===== config.mk =====
export PLATFORM = sky130hd
export DESIGN_NAME = utf8_byte_decoder_core
export DESIGN_NICKNAME = d
export VERILOG_FILES = /design/src/design/u8dec_pkg.sv /design/src/design/utf8_byte_decoder_core.sv /design/src/design/u8dec_in_stage.sv /design/src/design/u8dec_decode.sv
export SDC_FILE = /design/constraint.sdc
export NUM_CORES = 1
export LEC_CHECK = 0
export BUFFER_PORTS_ARGS = -buffer_cell sky130_fd_sc_hd__buf_4
export CAP_MARGIN = 20
export CORE_ASPECT_RATIO = 0.8
export CORE_MARGIN = 5
export CORE_UTILIZATION = 46
export CTS_CLUSTER_SIZE = 10
export DETAILED_ROUTE_END_ITERATION = 7
export PLACE_DENSITY = 0.67
export SYNTH_ARGS = -nofsm -noshare
export SYNTH_HDL_FRONTEND = slang
export SYNTH_SLANG_ARGS = --single-unit
export TNS_END_PERCENT = 30

===== constraint.sdc =====
create_clock -name clk -period 6.45 [get_ports clk]
set_input_delay 0.645 -clock clk [delete_from_list [all_inputs] [get_ports clk]]
set_output_delay 0.645 -clock clk [all_outputs]
set_load 0.02 [all_outputs]

===== src/design/u8dec_pkg.sv =====
// Package with the shared types, constants and lead-byte decode for the UTF-8 byte decoder.
package u8dec_pkg;

  localparam int unsigned CpWidth    = 31;
  localparam int unsigned ByteWidth  = 8;
  localparam int unsigned ContBits   = 6;
  localparam logic [3:0]  MaxSeqLen  = 4'd6;

  typedef struct packed {
    logic                 valid;
    logic [ByteWidth-1:0] data;
  } byte_beat_t;

  typedef struct packed {
    logic out_stall;
    logic take;
  } flow_t;

  function automatic logic [3:0] lead_ones(input logic [ByteWidth-1:0] b);
    logic [3:0] n;
    priority casez (b)
      8'b0???????: n = 4'd0;
      8'b10??????: n = 4'd1;
      8'b110?????: n = 4'd2;
      8'b1110????: n = 4'd3;
      8'b11110???: n = 4'd4;
      8'b111110??: n = 4'd5;
      8'b1111110?: n = 4'd6;
      8'b11111110: n = 4'd7;
      default:     n = 4'd8;
    endcase
    return n;
  endfunction

endpackage


===== src/design/utf8_byte_decoder_core.sv =====
// Top level of the UTF-8 byte decoder: accepts one byte per beat and returns decoded code points.
//
// The block takes one byte of an original UTF-8 stream (sequences of one to six
// bytes) per clock while the output is not stalled and returns one code point for
// each completed character; bytes that open or continue a sequence give no result
// until the last one arrives. Lead bytes 0xFE and 0xFF give a result with malformed
// set and a zero code point. A byte passes through an input register and then the
// decode logic into the result register; with out_ready held high the block
// sustains one byte per cycle. The sequence state is updated as each byte leaves
// the input register.
module utf8_byte_decoder_core (
  input  logic        clk,
  input  logic        rst,
  input  logic        in_valid,
  output logic        in_ready,
  input  logic [7:0]  in_byte,
  output logic        out_valid,
  input  logic        out_ready,
  output logic [30:0] code_point,
  output logic        malformed
);

  u8dec_pkg::byte_beat_t held;
  u8dec_pkg::flow_t      flow;

  u8dec_in_stage u_in_stage (
    .clk      (clk),
    .rst      (rst),
    .in_valid (in_valid),
    .in_ready (in_ready),
    .in_byte  (in_byte),
    .flow_in  (flow),
    .held     (held)
  );

  u8dec_decode u_decode (
    .clk        (clk),
    .rst        (rst),
    .held       (held),
    .flow_out   (flow),
    .out_valid  (out_valid),
    .out_ready  (out_ready),
    .code_point (code_point),
    .malformed  (malformed)
  );

endmodule


===== src/design/u8dec_in_stage.sv =====
// Input register stage that holds one byte beat ahead of the decode stage.
module u8dec_in_stage (
  input  logic                          clk,
  input  logic                          rst,
  input  logic                          in_valid,
  output logic                          in_ready,
  input  logic [u8dec_pkg::ByteWidth-1:0] in_byte,
  input  u8dec_pkg::flow_t              flow_in,
  output u8dec_pkg::byte_beat_t         held
);

  u8dec_pkg::byte_beat_t stage;

  assign in_ready = !stage.valid || !flow_in.out_stall;
  assign held     = stage;

  always_ff @(posedge clk) begin
    if (rst) begin
      stage.valid <= 1'b0;
    end else if (in_valid && in_ready) begin
      stage.valid <= 1'b1;
    end else if (flow_in.take) begin
      stage.valid <= 1'b0;
    end
    if (in_valid && in_ready) begin
      stage.data <= in_byte;
    end
  end

endmodule


===== src/design/u8dec_decode.sv =====
// Decode stage: sequence state, code point assembly and the result register.
module u8dec_decode (
  input  logic                           clk,
  input  logic                           rst,
  input  u8dec_pkg::byte_beat_t          held,
  output u8dec_pkg::flow_t               flow_out,
  output logic                           out_valid,
  input  logic                           out_ready,
  output logic [u8dec_pkg::CpWidth-1:0]  code_point,
  output logic                           malformed
);

  logic [u8dec_pkg::CpWidth-1:0] accum_bits;
  logic [u8dec_pkg::CpWidth-1:0] accum_bits_next;
  logic [2:0]                    bytes_left;
  logic [2:0]                    bytes_left_next;
  logic                          emit;
  logic [u8dec_pkg::CpWidth-1:0] cp_result;
  logic                          bad_result;
  logic [3:0]                    n_ones;
  logic [u8dec_pkg::ByteWidth-1:0] lead_mask;
  logic                          out_stall;
  logic                          take;

  assign out_stall = out_valid && !out_ready;
  assign take      = held.valid && !out_stall;
  assign flow_out  = '{out_stall: out_stall, take: take};

  assign n_ones    = u8dec_pkg::lead_ones(held.data);
  assign lead_mask = 8'h7F >> n_ones;

  always_comb begin
    accum_bits_next = accum_bits;
    bytes_left_next = bytes_left;
    emit            = 1'b0;
    cp_result       = '0;
    bad_result      = 1'b0;
    if (bytes_left != 3'd0) begin
      accum_bits_next = {accum_bits[u8dec_pkg::CpWidth-u8dec_pkg::ContBits-1:0],
                         held.data[u8dec_pkg::ContBits-1:0]};
      bytes_left_next = bytes_left - 3'd1;
      if (bytes_left == 3'd1) begin
        emit            = 1'b1;
        cp_result       = accum_bits_next;
        accum_bits_next = '0;
      end
    end else if (n_ones <= 4'd1) begin
      emit      = 1'b1;
      cp_result = {{(u8dec_pkg::CpWidth-u8dec_pkg::ByteWidth){1'b0}}, held.data};
    end else if (n_ones > u8dec_pkg::MaxSeqLen) begin
      emit       = 1'b1;
      bad_result = 1'b1;
    end else begin
      accum_bits_next = {{(u8dec_pkg::CpWidth-u8dec_pkg::ByteWidth){1'b0}},
                         held.data & lead_mask};
      bytes_left_next = 3'(n_ones - 4'd1);
    end
  end

  always_ff @(posedge clk) begin
    if (rst) begin
      accum_bits <= '0;
      bytes_left <= 3'd0;
      out_valid  <= 1'b0;
    end else begin
      if (take) begin
        accum_bits <= accum_bits_next;
        bytes_left <= bytes_left_next;
      end
      if (take && emit) begin
        out_valid <= 1'b1;
      end else if (out_ready) begin
        out_valid <= 1'b0;
      end
    end
  end

  always_ff @(posedge clk) begin
    if (take && emit) begin
      code_point <= cp_result;
      malformed  <= bad_result;
    end
  end

endmodule


==> results.txt, run 1 <==
----------------------------------------------------
[Synth]
  Top cell type's share of synthesized area ... 0.411
  Number of nets in the synthesized netlist ... 278
  Parity-gate share of the synthesized area counting xor and xnor cells ... 0.00300
  Synth Cell Area ... 2920 um^2
  Synth area leaders ... sky130_fd_sc_hd__edfxtp_1 (41%), sky130_fd_sc_hd__dfxtp_1 (21%), sky130_fd_sc_hd__and2_1 (5.1%), sky130_fd_sc_hd__a21oi_1 (4.5%), sky130_fd_sc_hd__nand2_1 (4.2%)
  Cell count after synthesis ... 258
  Total of warnings raised by yosys ... 0
  Area fraction in and, or, nand and nor cells after synthesis ... 0.205
  Synthesized-area fraction occupied by adder cells ... 0.0342
  Flip-flop and latch count after synthesis ... 70
  Complex-gate fraction of the synthesized area ... 0.104
  Multiplexer share of the synthesized area ... 0
  Dominant combinational cell family by area after synthesis ... simple AND/OR/NAND/NOR gates
  Biggest area consumer among synthesized cells ... sky130_fd_sc_hd__edfxtp_1
  Number of distinct standard cells referenced by the synthesized netlist ... 41
  Sequential cell area fraction in the yosys report ... 0.616
  Mean cell area of the mapped netlist ... 11.3 um^2

[Timing]
  Final Max Tran Viols ... 0
  Setup violations, final ... 0
  Transition time of the tightest slew-check pin ... 0.949 ns
  Maximum clock frequency ... 0.319 GHz
  RSZ-0062 raised after global routing ... no
  Worst-case headroom to the max-slew limit ... 0.367
  Fin Clk Skew ... 0.0102 ns
  Time the final worst path needs with I/O delays and setup ... 3.13 ns
  Count of endpoints failing hold in the final timing report ... 0
  Sum Neg Setup Slack ... 0 ns
  Tcrit/Tclk final ... 0.486

[Detailed routing]
  Length of the first detailed-routing pass in iterations ... 4
  Residual DRC ... 0
  Number of vias per cell after detailed routing ... 5.07
  Detail Route Antenna Nets ... 0
  Per-cell routed wire length ... 14.0 um
  Final wirelength ... 5500 um
  Number of vias after detailed routing ... 1992
  First-iteration detailed-routing DRC count ... 67

[Die]
  Die Y ... 81.3 um
  Area of the core region ... 6280 um^2
  Die Span X ... 99.1 um
  I/O Pins ... 46
  Number of standard-cell rows in the floorplan ... 26
  Floorplan die area ... 8060 um^2
  Initial cell density of the core ... 0.466

[Worst setup path]
  Worst Path Class, Setup ... reg -> reg
  Start of the worst register-to-register path ... u_in_stage.held[5]
  Largest delay contributor family on the critical path ... simple AND/OR/NAND/NOR gates
  Endpoint of the worst register-to-register path ... u_decode.bytes_left[1]
  Data arrival at the endpoint of the critical path ... 3.32 ns
  Path depth of the worst reg2reg path ... 10
  Critical path data required time ... 6.64 ns
  Crit-path max FO ... 28
  Last element of the critical path ... u_decode.bytes_left[1]
  Register-to-register path setup slack ... 3.32 ns
  Worst path slowest cell ... sky130_fd_sc_hd__or3_1
  Worst setup SP type ... flop
  Number of buffer and inverter stages on the critical path ... 1
  List of cells traversed by the critical path ... or2b_1 > a21boi_0 > a41oi_1 > inv_1 > ha_1 > nor2_1 > nor3_2 > or3_1 > a211oi_1 > a211oi_1
  Worst path depth ... 10
  Worst path max stage delay ... 0.75 ns
  Start point of the critical path ... u_in_stage.held[5]
  Cell seen most often among critical-path stages ... sky130_fd_sc_hd__a211oi_1
  Crit end category ... flop

[Final layout]
  Final-stage net count ... 324
  Fraction of final layout cells with drive strength greater than 1 ... 0.243
  Fillcell total ... 558
  Area of the multi-input gates ... 1020 um^2
  Area growth, synth to finish ... 21.4%
  Most common cell after layout, fill and taps aside ... sky130_fd_sc_hd__buf_4
  Leading cell types in the layout, fill and taps excluded ... sky130_fd_sc_hd__buf_4 (49), sky130_fd_sc_hd__edfxtp_1 (40), sky130_fd_sc_hd__nand2_1 (33), sky130_fd_sc_hd__dfxtp_1 (30), sky130_fd_sc_hd__a21oi_1 (26)
  Antenna diodes ... 0
  Non-Filler Cell Area, Final ... 3550 um^2
  Register Area ... 1800 um^2

[Global route]
  Global-route wire length before repair ... 9340 um
  Total routing resource utilization after global routing ... 0.150
  Antenna violations before repair ... 0
  Number of global-route vias before repair ... 1932
  Grt total ovfl ... 0
  Maximum number of pins on one net before global-route repair ... 33

[CTS]
  Setup bufs post-CTS ... 0
  Post-CTS sizing ... 0
  Clk pin slew, worst setup/hold paths ... 0.08 ns
  Latest clock arrival within the worst-skew pair ... 0.35 ns
  CTS buffer count ... 9
  CTS tree ... done
  Level count of the clock H-tree ... 3
  CTS hold repair buffers ... 0
  Maximum clock insertion buffer count ... 2
  Root buffer cell ... sky130_fd_sc_hd__clkbuf_8
  Clock Sink Count ... 70

[Power]
  Static power due to leakage ... 0.00131 uW
  Power per unit of standard cell area ... 292 nW/um^2
  Worst vdd ir ... 0.166 mV

[Min path]
  Path type of the worst min-delay path ... reg -> reg

[Outcome]
  Run status ... complete, no violations

[Placed design]
  Standard cell area after detailed placement ... 3320 um^2
  I/O Buffers ... 45
  Routability congestion estimate ... 0.932
  HPWL after detailed placement ... 3820 um

[Job]
  Number of violations of the max-capacitance limit ... 0

----------------------------------------------------
==> worst register-to-register path, stage by stage (launching register included) <==
cell                       delay (ns)
sky130_fd_sc_hd__edfxtp_1        0.49
sky130_fd_sc_hd__or2b_1          0.19
sky130_fd_sc_hd__a21boi_0        0.07
sky130_fd_sc_hd__a41oi_1         0.39
sky130_fd_sc_hd__inv_1           0.14
sky130_fd_sc_hd__ha_1            0.23
sky130_fd_sc_hd__nor2_1          0.13
sky130_fd_sc_hd__nor3_2          0.10
sky130_fd_sc_hd__or3_1           0.75
sky130_fd_sc_hd__a211oi_1        0.39
sky130_fd_sc_hd__a211oi_1        0.08
==> power by group <==
group          switching, uW  internal, uW  total (uW)
Sequential              12.2           496         508
Clock                    174           223         396
Combinational           86.0          45.0         131
==> worst min-delay path by stage <==
| stage | from | to | slack [ns] | cells after the start |
|---|---|---|---|---|
| finish | u_decode.accum_bits[22] | u_decode.accum_bits[22] | 0.45 | 2 |
| global route | in_byte[1] | u_in_stage.held[1] | 0.44 | 1 |
| CTS | in_byte[4] | u_in_stage.held[4] | 0.45 | 1 |
| detailed placement | u_decode.accum_bits[23] | u_decode.accum_bits[23] | 0.44 | 2 |
| global placement | u_decode.accum_bits[24] | u_decode.accum_bits[24] | 0.44 | 2 |
| floorplan | u_decode.accum_bits[19] | u_decode.accum_bits[19] | 0.43 | 2 |
==> logic make-up (layout without fill, tap and decap cells) <==
kind of cell | after synthesis | after routing
flip-flops | 70 | 70
AND/OR/NAND/NOR | 112 | 112
adder cells (fa/ha/maj) | 8 | 8
buffers and inverters | 21 | 72
AO/OA/AOI/OAI | 46 | 46
XOR/XNOR | 1 | 1
==> flip-flops by register name, indices dropped and copies added, names as in the netlist <==
name                 cells
u_decode.accum_bits     25
u_decode.bytes_left      3
u_decode.code_point     31
u_decode.malformed       1
u_decode.out_valid       1
u_in_stage.held          9
==> layer usage <==
layer / global-route usage / vias up / part of all wire
li1: - / 1009 / -
met1: 0.202 / 916 / 0.50
met2: 0.211 / 56 / 0.41
met3: 0.0601 / 11 / 0.067
met4: 0.0696 / 0 / 0.021
met5: 0 / - / 0
==> cells in the mapped netlist <==
cell type and count:
sky130_fd_sc_hd__nand4_2 1, sky130_fd_sc_hd__o21ai_0 4, sky130_fd_sc_hd__and4_1 2, sky130_fd_sc_hd__o211a_1 1, sky130_fd_sc_hd__buf_2 2, sky130_fd_sc_hd__clkbuf_1 7
sky130_fd_sc_hd__nand2b_1 1, sky130_fd_sc_hd__a211oi_1 3, sky130_fd_sc_hd__o21bai_1 1, sky130_fd_sc_hd__a311oi_2 1, sky130_fd_sc_hd__a31oi_1 2, sky130_fd_sc_hd__o31ai_1 1
sky130_fd_sc_hd__nand3b_1 1, sky130_fd_sc_hd__o2111ai_1 2, sky130_fd_sc_hd__a21boi_0 1, sky130_fd_sc_hd__a41oi_1 1, sky130_fd_sc_hd__dfxtp_1 30, sky130_fd_sc_hd__a2111oi_4 1
sky130_fd_sc_hd__ha_1 8, sky130_fd_sc_hd__edfxtp_1 40, sky130_fd_sc_hd__and2_1 24, sky130_fd_sc_hd__buf_6 3, sky130_fd_sc_hd__buf_4 1, sky130_fd_sc_hd__a22o_1 2
sky130_fd_sc_hd__or2_2 1, sky130_fd_sc_hd__nor3_2 1, sky130_fd_sc_hd__or2b_1 1, sky130_fd_sc_hd__nand3_1 21, sky130_fd_sc_hd__nor3b_2 1, sky130_fd_sc_hd__nand4_1 5
sky130_fd_sc_hd__nand2b_4 1, sky130_fd_sc_hd__or3_1 1, sky130_fd_sc_hd__buf_1 1, sky130_fd_sc_hd__inv_1 7, sky130_fd_sc_hd__or3b_2 1, sky130_fd_sc_hd__nand2_1 33
sky130_fd_sc_hd__nor3_1 2, sky130_fd_sc_hd__nor2b_1 6, sky130_fd_sc_hd__a21oi_1 26, sky130_fd_sc_hd__nor2_1 9, sky130_fd_sc_hd__xnor2_1 1
==> area by class of cell <==
cell class / count / area share
Clock buffer: 9 / 0.0349
Clock inverter: 7 / 0.0293
Inverter: 7 / 0.00740
Multi-Input combinational cell: 167 / 0.288
Sequential cell: 70 / 0.508
Tap cell: 84 / 0.0296
Timing Repair Buffer: 49 / 0.104
==> stage by stage <==
stage                     total power (uW)  instances  hold WS (ns)  setup WS (ns)  utilization
final                                 1040        393         0.451           3.32        0.565
after detailed placement               650        377         0.443           3.37        0.529
after global routing                  1080        393         0.444           2.92        0.565
after global placement                 649        377         0.437           3.52        0.529
after CTS                             1050        393         0.451           3.31        0.565
after floorplan                        605        258         0.427           2.97            -
No activity file was read; power rests on OpenSTA's default activity.
==> run 2: changes to the inputs <==
--- a/config.mk
+++ b/config.mk
@@ -5,6 +5,7 @@
 export SDC_FILE = /design/constraint.sdc
 export NUM_CORES = 1
 export LEC_CHECK = 0
+export ABC_AREA = 1
 export BUFFER_PORTS_ARGS = -buffer_cell sky130_fd_sc_hd__buf_4
 export CAP_MARGIN = 20
 export CORE_ASPECT_RATIO = 0.8
@@ -12,7 +13,7 @@
 export CORE_UTILIZATION = 46
 export CTS_CLUSTER_SIZE = 10
 export DETAILED_ROUTE_END_ITERATION = 7
-export PLACE_DENSITY = 0.67
+export PLACE_DENSITY = 0.69
 export SYNTH_ARGS = -nofsm -noshare
 export SYNTH_HDL_FRONTEND = slang
 export SYNTH_SLANG_ARGS = --single-unit
==> constraint.sdc (replaced) <==
create_clock -name clk -period 2.6 [get_ports clk]
set_input_delay 0.26 -clock clk [delete_from_list [all_inputs] [get_ports clk]]
set_output_delay 0.26 -clock clk [all_outputs]
set_load 0.02 [all_outputs]
==> run 2 against run 1 <==
Non-clock buffer count rose by 6. Global-route usage decreased by 0.13 points. Setup slack worse by 3.1 ns. Largest cell class unchanged. Largest power group unchanged.
==> results.txt, run 2 <==
----------------------------------------------------
[Power]
  Power per unit of standard cell area ... 667 nW/um^2
  Worst vdd ir ... 0.358 mV
  Static power due to leakage ... 0.00185 uW
  PnR Total Power ... 2600 uW

[Timing]
  Setup violations, final ... 0
  Worst-case headroom to the max-slew limit ... 0.490
  Worst Hold Margin ... 0.0924 ns
  Count of endpoints failing hold in the final timing report ... 0
  Final worst setup slack ... 0.184 ns
  Time the final worst path needs with I/O delays and setup ... 2.42 ns
  Final Max Tran Viols ... 0
  Transition time of the tightest slew-check pin ... 0.764 ns
  Fin Clk Skew ... 0.00638 ns
  Sum Neg Setup Slack ... 0 ns
  Maximum clock frequency ... 0.414 GHz
  Tcrit/Tclk final ... 0.929

[Die]
  Die Y ... 85 um
  Floorplan die area ... 8820 um^2
  Number of standard-cell rows in the floorplan ... 27
  I/O Pins ... 46
  Die Span X ... 104 um
  Initial cell density of the core ... 0.472
  Area of the core region ... 6860 um^2

[CTS]
  CTS buffer count ... 9
  Clock Sink Count ... 70
  Clk pin slew, worst setup/hold paths ... 0.08 ns
  Maximum clock insertion buffer count ... 2
  Root buffer cell ... sky130_fd_sc_hd__clkbuf_8
  Level count of the clock H-tree ... 3
  Latest clock arrival within the worst-skew pair ... 0.34 ns
  CTS tree ... done

[Synth]
  Predominant post-synthesis flop cell ... sky130_fd_sc_hd__edfxtp_1
  Number of nets in the synthesized netlist ... 394
  Number of distinct standard cells referenced by the synthesized netlist ... 31
  Share of flip-flops with an asynchronous set or reset ... 0
  Sequential cell area fraction in the yosys report ... 0.557
  Flip-flop and latch count after synthesis ... 70
  Biggest area consumer among synthesized cells ... sky130_fd_sc_hd__edfxtp_1
  Number of enable-type register cells in the synthesized netlist ... 40
  Synth area leaders ... sky130_fd_sc_hd__edfxtp_1 (37%), sky130_fd_sc_hd__dfxtp_1 (19%), sky130_fd_sc_hd__nor2_1 (11%), sky130_fd_sc_hd__nand2_1 (9.3%), sky130_fd_sc_hd__inv_1 (6.0%)
  Cell count after synthesis ... 374
  Top cell type's share of synthesized area ... 0.371
  Commonest cells in the netlist ... sky130_fd_sc_hd__nor2_1 (92), sky130_fd_sc_hd__nand2_1 (80), sky130_fd_sc_hd__inv_1 (52)
  Total of warnings raised by yosys ... 0
  Most repeated cell in the gate-level netlist after synthesis ... sky130_fd_sc_hd__nor2_1
  Synth Cell Area ... 3230 um^2
  Mean cell area of the mapped netlist ... 8.65 um^2

[Placed design]
  # placed instances ... 501
  Routability congestion estimate ... 0.877
  Post-Place Worst Slack ... 0.0597 ns
  HPWL after detailed placement ... 4570 um
  I/O Buffers ... 45

[Final layout]
  Fraction of final layout cells with drive strength greater than 1 ... 0.231
  Area growth, synth to finish ... 20.3%
  Final-stage net count ... 447
  Largest Register ... u_decode.code_point
  Antenna diodes ... 0
  Number of flip-flops in the largest register ... 31
  Final instance count without filler cells ... 519
  Most common cell after layout, fill and taps aside ... sky130_fd_sc_hd__nor2_1
  Leading cell types in the layout, fill and taps excluded ... sky130_fd_sc_hd__nor2_1 (92), sky130_fd_sc_hd__nand2_1 (79), sky130_fd_sc_hd__buf_4 (54), sky130_fd_sc_hd__inv_1 (50), sky130_fd_sc_hd__edfxtp_1 (40)

[Detailed routing]
  First-iteration detailed-routing DRC count ... 193
  Residual DRC ... 0
  Detail Route Antenna Nets ... 0
  Final wirelength ... 6390 um
  Number of vias after detailed routing ... 2476
  Length of the first detailed-routing pass in iterations ... 5
  Number of vias per cell after detailed routing ... 4.77
  Per-cell routed wire length ... 12.3 um

[Global route]
  Grt total ovfl ... 0
  Antenna violations before repair ... 0
  Total routing resource utilization after global routing ... 0.149
  Number of global-route vias before repair ... 2264
  Maximum number of pins on one net before global-route repair ... 35
  Global-route wire length before repair ... 10600 um

[Worst setup path]
  Worst setup SP type ... flop
  Crit-path max FO ... 24
  Critical path data required time ... 2.65 ns
  Worst Path Class, Setup ... reg -> reg
  Data arrival at the endpoint of the critical path ... 2.46 ns
  Crit end category ... flop

[Outcome]
  Run status ... complete, no violations

[Job]
  Number of violations of the max-capacitance limit ... 0

[Min path]
  Path type of the worst min-delay path ... in -> reg

----------------------------------------------------
run 2: final timing paths:
path | startpoint | to | slack (ns) | cells past startpoint
worst min-delay path | in_byte[3] | u_in_stage.held[3] | 0.09 | 1
worst max register to register | u_in_stage.held[4] | u_decode.code_point[2] | 0.18 | 12
worst min register to register | u_decode.accum_bits[22] | u_decode.accum_bits[22] | 0.52 | 4
worst max-delay path | u_in_stage.held[4] | u_decode.code_point[2] | 0.18 | 12
run 2: repair_timing:
item	CTS	global route
buffers inserted	0	2
gates resized for setup	0	4
endpoints found under the setup margin	0	52
hold endpoints to repair	0	0
hold buffers	0	0
run 2: cells by family (layout without fill, tap and decap cells):
kind of cell | after synthesis | after routing | synth area share
fa+ha+maj | 8 | 8 | 0.0309
flops | 70 | 70 | 0.557
xor+xnor | 1 | 1 | 0.00271
simple gates | 207 | 207 | 0.279
compound gates | 17 | 17 | 0.0364
buf+inv | 71 | 129 | 0.0940
run 2: routing by layer:
layer / track usage / part of all wire
met5: 0 / 0
met2: 0.220 / 0.44
met4: 0.0341 / 0.0092
met1: 0.205 / 0.47
met3: 0.0593 / 0.074
run 2: cell type report:
cell class	instances	area [um^2]
well taps	87	109
flip-flops and latches	70	1800
fillers	602	2970
repair buffers	55	425
clock buffers	9	124
multi-input cells	233	1140
clock inverters	7	72.6
inverters	58	221
run 2: critical path: stages (launching register included):
cell                         delay (ns)
sky130_fd_sc_hd__edfxtp_1          0.47
sky130_fd_sc_hd__nand2_2           0.13
sky130_fd_sc_hd__nor2_4            0.04
sky130_fd_sc_hd__nand2_2           0.13
sky130_fd_sc_hd__o211ai_1          0.17
sky130_fd_sc_hd__inv_1             0.14
sky130_fd_sc_hd__ha_1              0.21
sky130_fd_sc_hd__o21ai_2           0.07
sky130_fd_sc_hd__or2_4             0.26
sky130_fd_sc_hd__nand3_1           0.08
sky130_fd_sc_hd__nand2_1           0.11
sky130_fd_sc_hd__clkinvlp_4        0.14
sky130_fd_sc_hd__buf_12            0.18
run 2: stage by stage:
stage,area [um^2],utilization
2_1_floorplan,3240,-
3_3_place_gp,3670,0.535
3_5_place_dp,3670,0.535
4_1_cts,3870,0.564
5_1_grt,3890,0.568
6_report,3890,0.568
run 2: power breakdown:
group	internal (uW)	switching, uW
clock network	444	421
registers	1250	28.1
logic	156	303
total	1850	752
